==> src/design/orsp_pkg.sv <==
package orsp_pkg;

    localparam logic [7:0] MARK_BYTE  = 8'h02;
    localparam logic [7:0] TEXT_TAG   = 8'h09;
    localparam logic [7:0] SHORT_MARK = 8'hFF;

    localparam logic [7:0] CLASS_LEN = 8'd2;
    localparam logic [7:0] OBIS_LEN  = 8'd6;

    typedef enum logic [2:0] {
        PH_SEARCH = 3'd0,
        PH_CLASS  = 3'd1,
        PH_OBIS   = 3'd2,
        PH_TAG    = 3'd3,
        PH_LEN    = 3'd4,
        PH_VALUE  = 3'd5
    } orsp_phase_t;

    typedef struct packed {
        logic [7:0] data_byte;
        logic       end_of_frame;
    } orsp_in_word_t;

    typedef struct packed {
        logic [47:0] obis_code;
        logic        obis_short_form;
        logic        is_text;
        logic [63:0] number_value;
        logic [7:0]  text_byte;
        logic        text_byte_valid;
        logic        last_of_record;
        logic        aborted;
    } orsp_result_t;

endpackage

==> src/design/orsp_in_stage.sv <==
module orsp_in_stage
    import orsp_pkg::*;
(
    input  logic          clk,
    input  logic          rst_n,
    input  logic          s_tvalid,
    output logic          s_tready,
    input  logic [7:0]    s_tdata,
    input  logic          s_tlast,
    input  logic          take,
    output logic          word_valid,
    output orsp_in_word_t word
);

    logic          valid_reg;
    logic          valid_next;
    orsp_in_word_t word_reg;

    assign s_tready   = !valid_reg || take;
    assign word_valid = valid_reg;
    assign word       = word_reg;

    always_comb
    begin
        valid_next = valid_reg;
        if (s_tready)
        begin
            valid_next = s_tvalid;
        end
    end

    always_ff @(posedge clk or negedge rst_n)
    begin
        if (!rst_n)
        begin
            valid_reg <= 1'b0;
        end
        else
        begin
            valid_reg <= valid_next;
        end
    end

    always_ff @(posedge clk)
    begin
        if (s_tready && s_tvalid)
        begin
            word_reg.data_byte    <= s_tdata;
            word_reg.end_of_frame <= s_tlast;
        end
    end

endmodule

==> src/design/orsp_parse.sv <==
module orsp_parse
    import orsp_pkg::*;
(
    input  logic          clk,
    input  logic          rst_n,
    input  logic          step,
    input  orsp_in_word_t word,
    output logic          res_valid,
    output orsp_result_t  res
);

    orsp_phase_t phase_reg, phase_next;
    logic        half_reg, half_next;
    logic [7:0]  count_reg, count_next;
    logic [47:0] obis_reg, obis_next;
    logic [7:0]  tag_reg, tag_next;
    logic [7:0]  len_reg, len_next;
    logic [63:0] acc_reg, acc_next;

    logic [7:0]  b;
    logic [7:0]  count_inc;
    logic [63:0] acc_shift;
    logic        tag_text;
    logic        last_byte;

    assign b         = word.data_byte;
    assign count_inc = count_reg + 8'd1;
    assign acc_shift = {acc_reg[55:0], b};
    assign tag_text  = (tag_reg == TEXT_TAG);
    assign last_byte = (count_inc >= len_reg);

    always_comb
    begin
        phase_next = phase_reg;
        half_next  = half_reg;
        count_next = count_reg;
        obis_next  = obis_reg;
        tag_next   = tag_reg;
        len_next   = len_reg;
        acc_next   = acc_reg;

        res_valid           = 1'b0;
        res.obis_code       = obis_reg;
        res.obis_short_form = (obis_reg[7:0] == SHORT_MARK);
        res.is_text         = tag_text;
        res.number_value    = '0;
        res.text_byte       = '0;
        res.text_byte_valid = 1'b0;
        res.last_of_record  = 1'b1;
        res.aborted         = 1'b0;

        case (phase_reg)
            PH_CLASS:
            begin
                count_next = count_inc;
                if (count_inc >= CLASS_LEN)
                begin
                    count_next = '0;
                    phase_next = PH_OBIS;
                end
            end
            PH_OBIS:
            begin
                obis_next  = {obis_reg[39:0], b};
                count_next = count_inc;
                if (count_inc >= OBIS_LEN)
                begin
                    count_next = '0;
                    phase_next = PH_TAG;
                end
            end
            PH_TAG:
            begin
                tag_next   = b;
                phase_next = PH_LEN;
            end
            PH_LEN:
            begin
                len_next   = b;
                count_next = '0;
                acc_next   = '0;
                if (b == 8'd0)
                begin
                    res_valid  = 1'b1;
                    phase_next = PH_SEARCH;
                    half_next  = 1'b0;
                end
                else
                begin
                    phase_next = PH_VALUE;
                end
            end
            PH_VALUE:
            begin
                count_next = count_inc;
                if (tag_text)
                begin
                    res_valid           = 1'b1;
                    res.text_byte       = b;
                    res.text_byte_valid = 1'b1;
                    res.last_of_record  = last_byte || word.end_of_frame;
                    res.aborted         = !last_byte && word.end_of_frame;
                end
                else
                begin
                    acc_next           = acc_shift;
                    res_valid          = last_byte;
                    res.number_value   = acc_shift;
                end
                if (last_byte)
                begin
                    phase_next = PH_SEARCH;
                    half_next  = 1'b0;
                end
            end
            default:
            begin
                if (b == MARK_BYTE)
                begin
                    if (half_reg)
                    begin
                        half_next  = 1'b0;
                        count_next = '0;
                        obis_next  = '0;
                        phase_next = PH_CLASS;
                    end
                    else
                    begin
                        half_next = 1'b1;
                    end
                end
                else
                begin
                    half_next = 1'b0;
                end
            end
        endcase

        if (word.end_of_frame)
        begin
            phase_next = PH_SEARCH;
            half_next  = 1'b0;
            count_next = '0;
            obis_next  = '0;
            tag_next   = '0;
            len_next   = '0;
            acc_next   = '0;
        end
    end

    always_ff @(posedge clk or negedge rst_n)
    begin
        if (!rst_n)
        begin
            phase_reg <= PH_SEARCH;
            half_reg  <= 1'b0;
            count_reg <= '0;
            obis_reg  <= '0;
            tag_reg   <= '0;
            len_reg   <= '0;
            acc_reg   <= '0;
        end
        else if (step)
        begin
            phase_reg <= phase_next;
            half_reg  <= half_next;
            count_reg <= count_next;
            obis_reg  <= obis_next;
            tag_reg   <= tag_next;
            len_reg   <= len_next;
            acc_reg   <= acc_next;
        end
    end

endmodule

==> src/design/orsp_out_stage.sv <==
module orsp_out_stage
    import orsp_pkg::*;
(
    input  logic          clk,
    input  logic          rst_n,
    input  logic          step,
    input  logic          res_valid,
    input  orsp_result_t  res,
    output logic          out_free,
    output logic          m_tvalid,
    input  logic          m_tready,
    output logic [127:0]  m_tdata,
    output logic          m_tlast,
    output logic [1:0]    m_tuser
);

    logic         valid_reg;
    logic         valid_next;
    orsp_result_t res_reg;

    assign out_free = !valid_reg || m_tready;
    assign m_tvalid = valid_reg;
    assign m_tlast  = res_reg.last_of_record;
    assign m_tuser  = {res_reg.aborted, res_reg.is_text};
    assign m_tdata  = {6'd0,
                       res_reg.text_byte_valid,
                       res_reg.text_byte,
                       res_reg.number_value,
                       res_reg.obis_short_form,
                       res_reg.obis_code};

    always_comb
    begin
        valid_next = valid_reg;
        if (out_free)
        begin
            valid_next = step && res_valid;
        end
    end

    always_ff @(posedge clk or negedge rst_n)
    begin
        if (!rst_n)
        begin
            valid_reg <= 1'b0;
        end
        else
        begin
            valid_reg <= valid_next;
        end
    end

    always_ff @(posedge clk)
    begin
        if (out_free && step && res_valid)
        begin
            res_reg <= res;
        end
    end

endmodule

==> src/design/obis_record_stream_parser_core.sv <==
// OBIS record parser for a meter response byte stream.
// Input: one byte per word on s_tdata, s_tlast on the final byte of a frame;
// the parser returns to marker search after that byte.
// Output: one word per text character or per complete numeric value, and one
// word for an empty value. m_tlast marks the final word of a record.
// m_tdata, low bit up: obis_code[47:0], obis_short_form[48],
// number_value[112:49], text_byte[120:113], text_byte_valid[121], zeros.
// m_tuser: is_text[0], aborted[1] (frame ended inside a text value).
// m_tvalid rises once a byte has passed the input register and then the result
// register. Throughput: one byte per cycle while m_tready is high, set by the
// single pass of the per-byte state update between the two registers.
// Reset clears the parser state and both valid flags; no words are pending.
// When m_tready is low with a result pending, the result register holds and
// the input register takes one further byte only if it is empty; s_tready
// then drops until the result is taken.
module obis_record_stream_parser_core
    import orsp_pkg::*;
(
    input  logic          clk,
    input  logic          rst_n,
    input  logic          s_tvalid,
    output logic          s_tready,
    input  logic [7:0]    s_tdata,   // data_byte[7:0]
    input  logic          s_tlast,
    output logic          m_tvalid,
    input  logic          m_tready,
    output logic [127:0]  m_tdata,   // obis_code, obis_short_form, number_value,
                                     // text_byte, text_byte_valid, zero pad
    output logic          m_tlast,
    output logic [1:0]    m_tuser    // is_text, aborted
);

    logic          word_valid;
    orsp_in_word_t word;
    logic          out_free;
    logic          step;
    logic          res_valid;
    orsp_result_t  res;

    assign step = word_valid && out_free;

    orsp_in_stage u_in_stage (
        .clk        (clk),
        .rst_n      (rst_n),
        .s_tvalid   (s_tvalid),
        .s_tready   (s_tready),
        .s_tdata    (s_tdata),
        .s_tlast    (s_tlast),
        .take       (step),
        .word_valid (word_valid),
        .word       (word)
    );

    orsp_parse u_parse (
        .clk       (clk),
        .rst_n     (rst_n),
        .step      (step),
        .word      (word),
        .res_valid (res_valid),
        .res       (res)
    );

    orsp_out_stage u_out_stage (
        .clk       (clk),
        .rst_n     (rst_n),
        .step      (step),
        .res_valid (res_valid),
        .res       (res),
        .out_free  (out_free),
        .m_tvalid  (m_tvalid),
        .m_tready  (m_tready),
        .m_tdata   (m_tdata),
        .m_tlast   (m_tlast),
        .m_tuser   (m_tuser)
    );

endmodule
==> config.mk <==
export PLATFORM = sky130hd
export DESIGN_NAME = obis_record_stream_parser_core
export DESIGN_NICKNAME = d
export VERILOG_FILES = /design/src/design/orsp_pkg.sv /design/src/design/orsp_in_stage.sv /design/src/design/orsp_parse.sv /design/src/design/orsp_out_stage.sv /design/src/design/obis_record_stream_parser_core.sv
export SDC_FILE = /design/constraint.sdc
export NUM_CORES = 1
export LEC_CHECK = 0
export BUFFER_PORTS_ARGS = -buffer_cell sky130_fd_sc_hd__buf_4
export CORE_ASPECT_RATIO = 1.2
export CORE_MARGIN = 4
export CORE_UTILIZATION = 40
export CTS_BUF_LIST = sky130_fd_sc_hd__clkbuf_8
export CTS_CLUSTER_DIAMETER = 50
export DETAILED_ROUTE_END_ITERATION = 8
export PLACE_DENSITY = 0.65
export SLEW_MARGIN = 0
export SYNTH_ARGS = -nofsm -noshare
export SYNTH_HDL_FRONTEND = slang
export SYNTH_SLANG_ARGS = --single-unit
==> constraint.sdc <==
create_clock -name clk -period 13.3 [get_ports clk]
set_clock_uncertainty 0.1 [all_clocks]
set_input_delay 2.66 -clock clk [delete_from_list [all_inputs] [get_ports clk]]
set_output_delay 2.66 -clock clk [all_outputs]
set_load 0.005 [all_outputs]
* Yosys cells after proc, flatten, opt, wreduce, memory -nomap -nowiden
Index checks and enable logic that the tools add are counted.
** Word-level totals
- Bits in registers :: 268
- Input bits :: 13
- Output and inout port bits :: 133
- Word-level logic and storage cells :: 108
** Operators by class
- $add $sub $neg :: 1
- Magnitude comparators :: 3
- Eq/ne operators :: 16
- Multiplexer cells :: 35
- Bitwise gates (word level) :: 1
- Reduce and logical (&&, ||, !) cells :: 33
** Operators by type and width (count)
- $mux W48 :: 3
- $mux W56 :: 2
- $pmux W56 S2 :: 1
- $pmux W48 S2 :: 1
- $mux W8 :: 9
- $pmux W8 S5 :: 1
- $mux W3 :: 8
- $pmux W3 S5 :: 1
- $reduce_bool A7 Y1 :: 2
- $ne A3 B2 Y1 const B :: 4
- $reduce_and A4 Y1 :: 3
- $reduce_bool A6 Y1 :: 2
- $reduce_bool A3 Y1 :: 3
- $add A8 B1 Y8 const B :: 1
- $eq A8 B2 Y1 const B :: 1
- $eq A8 B4 Y1 const B :: 1
- $eq A8 B8 Y1 const B :: 1
- $ge A8 B2 Y1 const B :: 1
- $ge A8 B3 Y1 const B :: 1
- $ge A8 B8 Y1 :: 1
- $logic_not A8 Y1 :: 1
- $mux W1 :: 7
- $eq A3 B2 Y1 const B :: 2
- $eq A3 B3 Y1 const B :: 2
- other kinds (17) :: 30

* Longest topological paths before layout
- Depth in word-level cells :: 5
- Gate-level depth with buffers :: 12
- Mapped depth without buffers :: 11

* By module
A second synthesis with hierarchy kept.
** Second synthesis, totals
- Cells, all modules :: 897
- Area total of the unflattened synthesis :: 10790.3 um2
** Modules (own cells, without submodules)
- orsp_parse :: times used 1, cells an instance 746, area an instance 6597.6 um2, seq. area each 3303.2 um2
- orsp_out_stage :: times used 1, cells an instance 137, area an instance 3862.5 um2, seq. area each 3778.6 um2
- orsp_in_stage :: times used 1, cells an instance 13, area an instance 324.1 um2, seq. area each 295.3 um2
- obis_record_stream_parser_core :: times used 1, cells an instance 1, area an instance 6.3 um2, seq. area each 0.0 um2

* Worst setup path before layout
OpenSTA, ideal clock, no wires.
- Path type :: input port to flip-flop
- Start :: input port m_tready
- End :: register u_out_stage.res_reg, in the netlist u_out_stage.m_tdata[0], enable pin
- Setup time :: 0.611 ns
- Arrival :: 8.071 ns
- Required time :: 12.589 ns
- Path slack :: 4.518 ns
- Stages :: 3
- Buffers on the path :: 0
- Cell sequence :: nand2b_1 -> nand2_1 -> nor2_1
** On the way
- Word-level cells in the longest chain between the ends :: 4
** RTL lines
- start: declaration :: RTL line obis_record_stream_parser_core.sv:26 : input logic m_tready,
- $logic_or A1 B1 Y1 * :: RTL line orsp_out_stage.sv:21 : assign out_free = !valid_reg || m_tready;
- $logic_and A1 B1 Y1 :: RTL line obis_record_stream_parser_core.sv:40 : assign step = word_valid && out_free;
- $logic_and A1 B1 Y1 * (2 in a row) :: RTL line orsp_out_stage.sv:55 : if (out_free && step && res_valid)
- end signal: assignment :: RTL line orsp_out_stage.sv:57 : res_reg <= res;
- end: declaration :: RTL line orsp_out_stage.sv:19 : orsp_result_t res_reg;
Mark *: on every way between the ends. The rest lies on a longest branch, timed or not.
A chain may end at the register's enable or synchronous reset.

* Final worst setup path
- Start :: input port m_tready
- End :: output port s_tready
** On the way
- Word-level cells in the longest chain between the ends :: 3
** RTL lines
- $logic_or A1 B1 Y1 :: RTL line orsp_out_stage.sv:21
- $logic_and A1 B1 Y1 :: RTL line obis_record_stream_parser_core.sv:40
- $logic_or A1 B1 Y1 :: RTL line orsp_in_stage.sv:19 : assign s_tready = !valid_reg || take;
- end: declaration :: RTL line obis_record_stream_parser_core.sv:22 : output logic s_tready,
No other way between the ends.

==> impl_metrics.toml <==
[yosys]
synth_top_area_cell = "edfxtp_1"
synth_cells = 917
synth_top_area_share_pct = 37.8
netlist_area_sq_um = 10600
yosys-top-cells-area = "edfxtp_1, dfrtp_1, nand2_1"
avgSynthCellArea_sq_um = 11.6
yosys_most_used_dff = "edfxtp_1"
ys_ff_latch = 268
async_flop_share_pct = 50.0
synth_cell_types = 55
ys_seq_area_share_pct = 69.3
yosysWarnings = 0
synth_edf_count = 134

[status]
status = "completed"

[detailed_routing]
avgRoutedWirePerCell_microns = 15.8
drt_iter0_markers = 391
firstDrtPassIters = 5
via_count = 6872
route.detailed.drc = 0
vias_per_cell = 4.84
drt_wl_total_microns = 22400
detail-route-antenna-nets = 0

[power]
leakage_nw = 5.42
combPwrFrac_pct = 13.8
netSwitchingPower_uw = 539
p_per_area_nw_per_um2 = 151
p_seq_share_pct = 49.4
p_sw_share_pct = 27.9
internal-power_mw = 1.39
p_clk_share_pct = 36.8
power_mw = 1.93
ir_drop_uv = 79.5

[floorplan]
fp.dieW_microns = 157
num_rows = 65
die_h_microns = 187
die-area_sq_um = 29300
io_pins = 146
core_area_sq_um = 26300
initial_utilization_pct = 40.5

[setup_path]
worst-setup-path-type = "in2out"
cp_top_family = "buffers and inverters"
crit_required_ps = 10540
crit_arrival_ps = 3160
cpMostUsedCell = "buf_4"
cpMaxStageDelayCell = "buf_4"
critical_path.max_stage_delay_ps = 150
path_cells = "buf_4, nor2b_1, nand2_1, buf_4"
crit_fanout = 3
start_kind = "input port"
crit_path_end_kind = "output port"
cp_num_buf_inv = 2

[global_route]
grtUsageTotal_pct = 15.3
grt_overflow = 0
antenna_found_initial = 0
grt_pass1_vias = 6740
grt_pass1_wl_microns = 36500
grt_max_degree = 113

[timing]
worstMarginPinSlew_ps = 1230
timing.hold.ws_ps = 347
finalSetupTns_ps = 0
finalSetupViolations = 0
final_hold_viol_count = 0
grt_setup_unrepaired = "false"
max_freq_ghz = 0.169
timing.slew.headroom_pct = 17.8
period_share_pct = 44.5
fin_crit_ps = 5920
finalMaxSlewViolations = 0

[clocking]
postCtsResizedCells = 0
clock_latency_ps = 540
clock-sinks = 268
clk_path_buf_depth = 3
cts_max_level = 2
cts_tree = "built"
clk_pin_slew_worst_paths_ps = 60
numCtsBuffers = 43
postCtsSetupRepairBufs = 0
ctsHoldBuffers = 0
cts_root_buffer = "clkbuf_8"

[placed_design]
dpl_cell_area_sq_um = 11900
dp_hpwl_microns = 14600
gp_congestion = 0.773
portBuffers = 139

[final_layout]
largest_register_ffs = 122
post-route-util_pct = 48.8
final_cell_mix = "nand2_1, buf_4, edfxtp_1, dfrtp_1, o21ai_0"
syn_to_final_growth_pct = 20.4
antenna_cells = 0
design_area_sq_um = 12800
fin_nets = 1073
drive_gt1_share_pct = 19.9
layout_commonest_cell = "nand2_1"

[min_path]
worstHoldPathType = "reg2reg"

[run]
drv_cap = 0
==> worst paths after layout <==
check                                                 start                                      to  slack (ps)  cells past startpoint
setup / recovery                                   m_tready                                s_tready        7380                      4
hold / removal             u_parse.obis_reg[46]$_DFFE_PN0P_       u_out_stage.m_tdata[46]$_DFFE_PP_         350                      0
setup reg to reg           u_parse.count_reg[0]$_DFFE_PN0P_  u_out_stage.m_tdata[116]$_SDFFCE_PN0P_        8490                     12
hold reg to reg            u_parse.obis_reg[46]$_DFFE_PN0P_       u_out_stage.m_tdata[46]$_DFFE_PP_         350                      0
max in group asynchronous                             rst_n        u_parse.count_reg[2]$_DFFE_PN0P_        9710                      2
min in group asynchronous                             rst_n        u_parse.obis_reg[34]$_DFFE_PN0P_        2040                      1
==> cells in the mapped netlist, drive strengths merged (2+ instances only) <==
| library cell | number |
|---|---|
| nand2 | 241 |
| a31oi | 4 |
| dfrtp | 134 |
| nor2b | 2 |
| nand2b | 6 |
| nor4 | 2 |
| a21o | 4 |
| and3 | 10 |
| a21oi | 7 |
| nor3 | 7 |
| or2 | 2 |
| inv | 12 |
| nand3 | 9 |
| nor2 | 31 |
| o21ai | 119 |
| or4 | 2 |
| ha | 8 |
| o311ai | 3 |
| buf | 21 |
| clkbuf | 39 |
| o22ai | 2 |
| xnor2 | 4 |
| o31ai | 20 |
| nand4 | 3 |
| o21a | 2 |
| edfxtp | 134 |
| or3 | 3 |
| and2 | 69 |
==> cell families after synthesis <==
group / Yosys count / synth area share [%]
compound gates: 174 / 9.61
xor+xnor: 5 / 0.411
fa+ha+maj: 8 / 0.941
buf+inv: 72 / 3.10
flops: 268 / 69.3
other cells: 1 / 0.0352
simple gates: 389 / 16.6
==> metrics by stage <==
| stage | std cells | setup WS, ps |
|---|---|---|
| 2_1_floorplan | 922 | 4520 |
| 3_3_place_gp | 1342 | 7390 |
| 3_5_place_dp | 1342 | 7370 |
| 4_1_cts | 1421 | 7370 |
| 5_1_grt | 1421 | 7340 |
| 6_report | 1421 | 7380 |
==> final cells by class <==
class / count / area (sq um)
clock inverter: 29 / 201
timing repair buffer: 145 / 1090
multi-input combinational: 582 / 2990
sequential: 268 / 7380
fill: 2420 / 13500
clock buffer: 50 / 688
inverter: 12 / 45.0
tap: 335 / 419
==> worst reg2reg max path, stage by stage (launching register included) <==
cell	delay, ps
dfrtp_1	500
ha_1	320
nand3_1	340
and2_1	300
or2_2	290
ha_1	300
nand3_1	60
o21ai_0	200
a21oi_2	150
o21a_1	250
nor2_4	140
buf_4	650
buf_4	760
==> power groups by stage <==
| stage | Combinational [mW] | Clock [mW] | Sequential (mW) |
|---|---|---|---|
| floorplan | 0.199 | 0 | 0.955 |
| finish | 0.267 | 0.711 | 0.953 |
| global route | 0.301 | 0.772 | 0.958 |
| CTS | 0.269 | 0.732 | 0.952 |
| global placement | 0.263 | 0 | 0.967 |
| detailed placement | 0.268 | 0 | 0.968 |
==> routing by layer <==
layer	routed length [microns]	up-vias	track usage (%)
met5	0	-	0
met4	508	0	4.41
met3	1150	37	2.76
met2	11300	176	25.7
met1	9500	3237	20.3
li1	-	3422	-
Power figures use the tool's default switching activity.
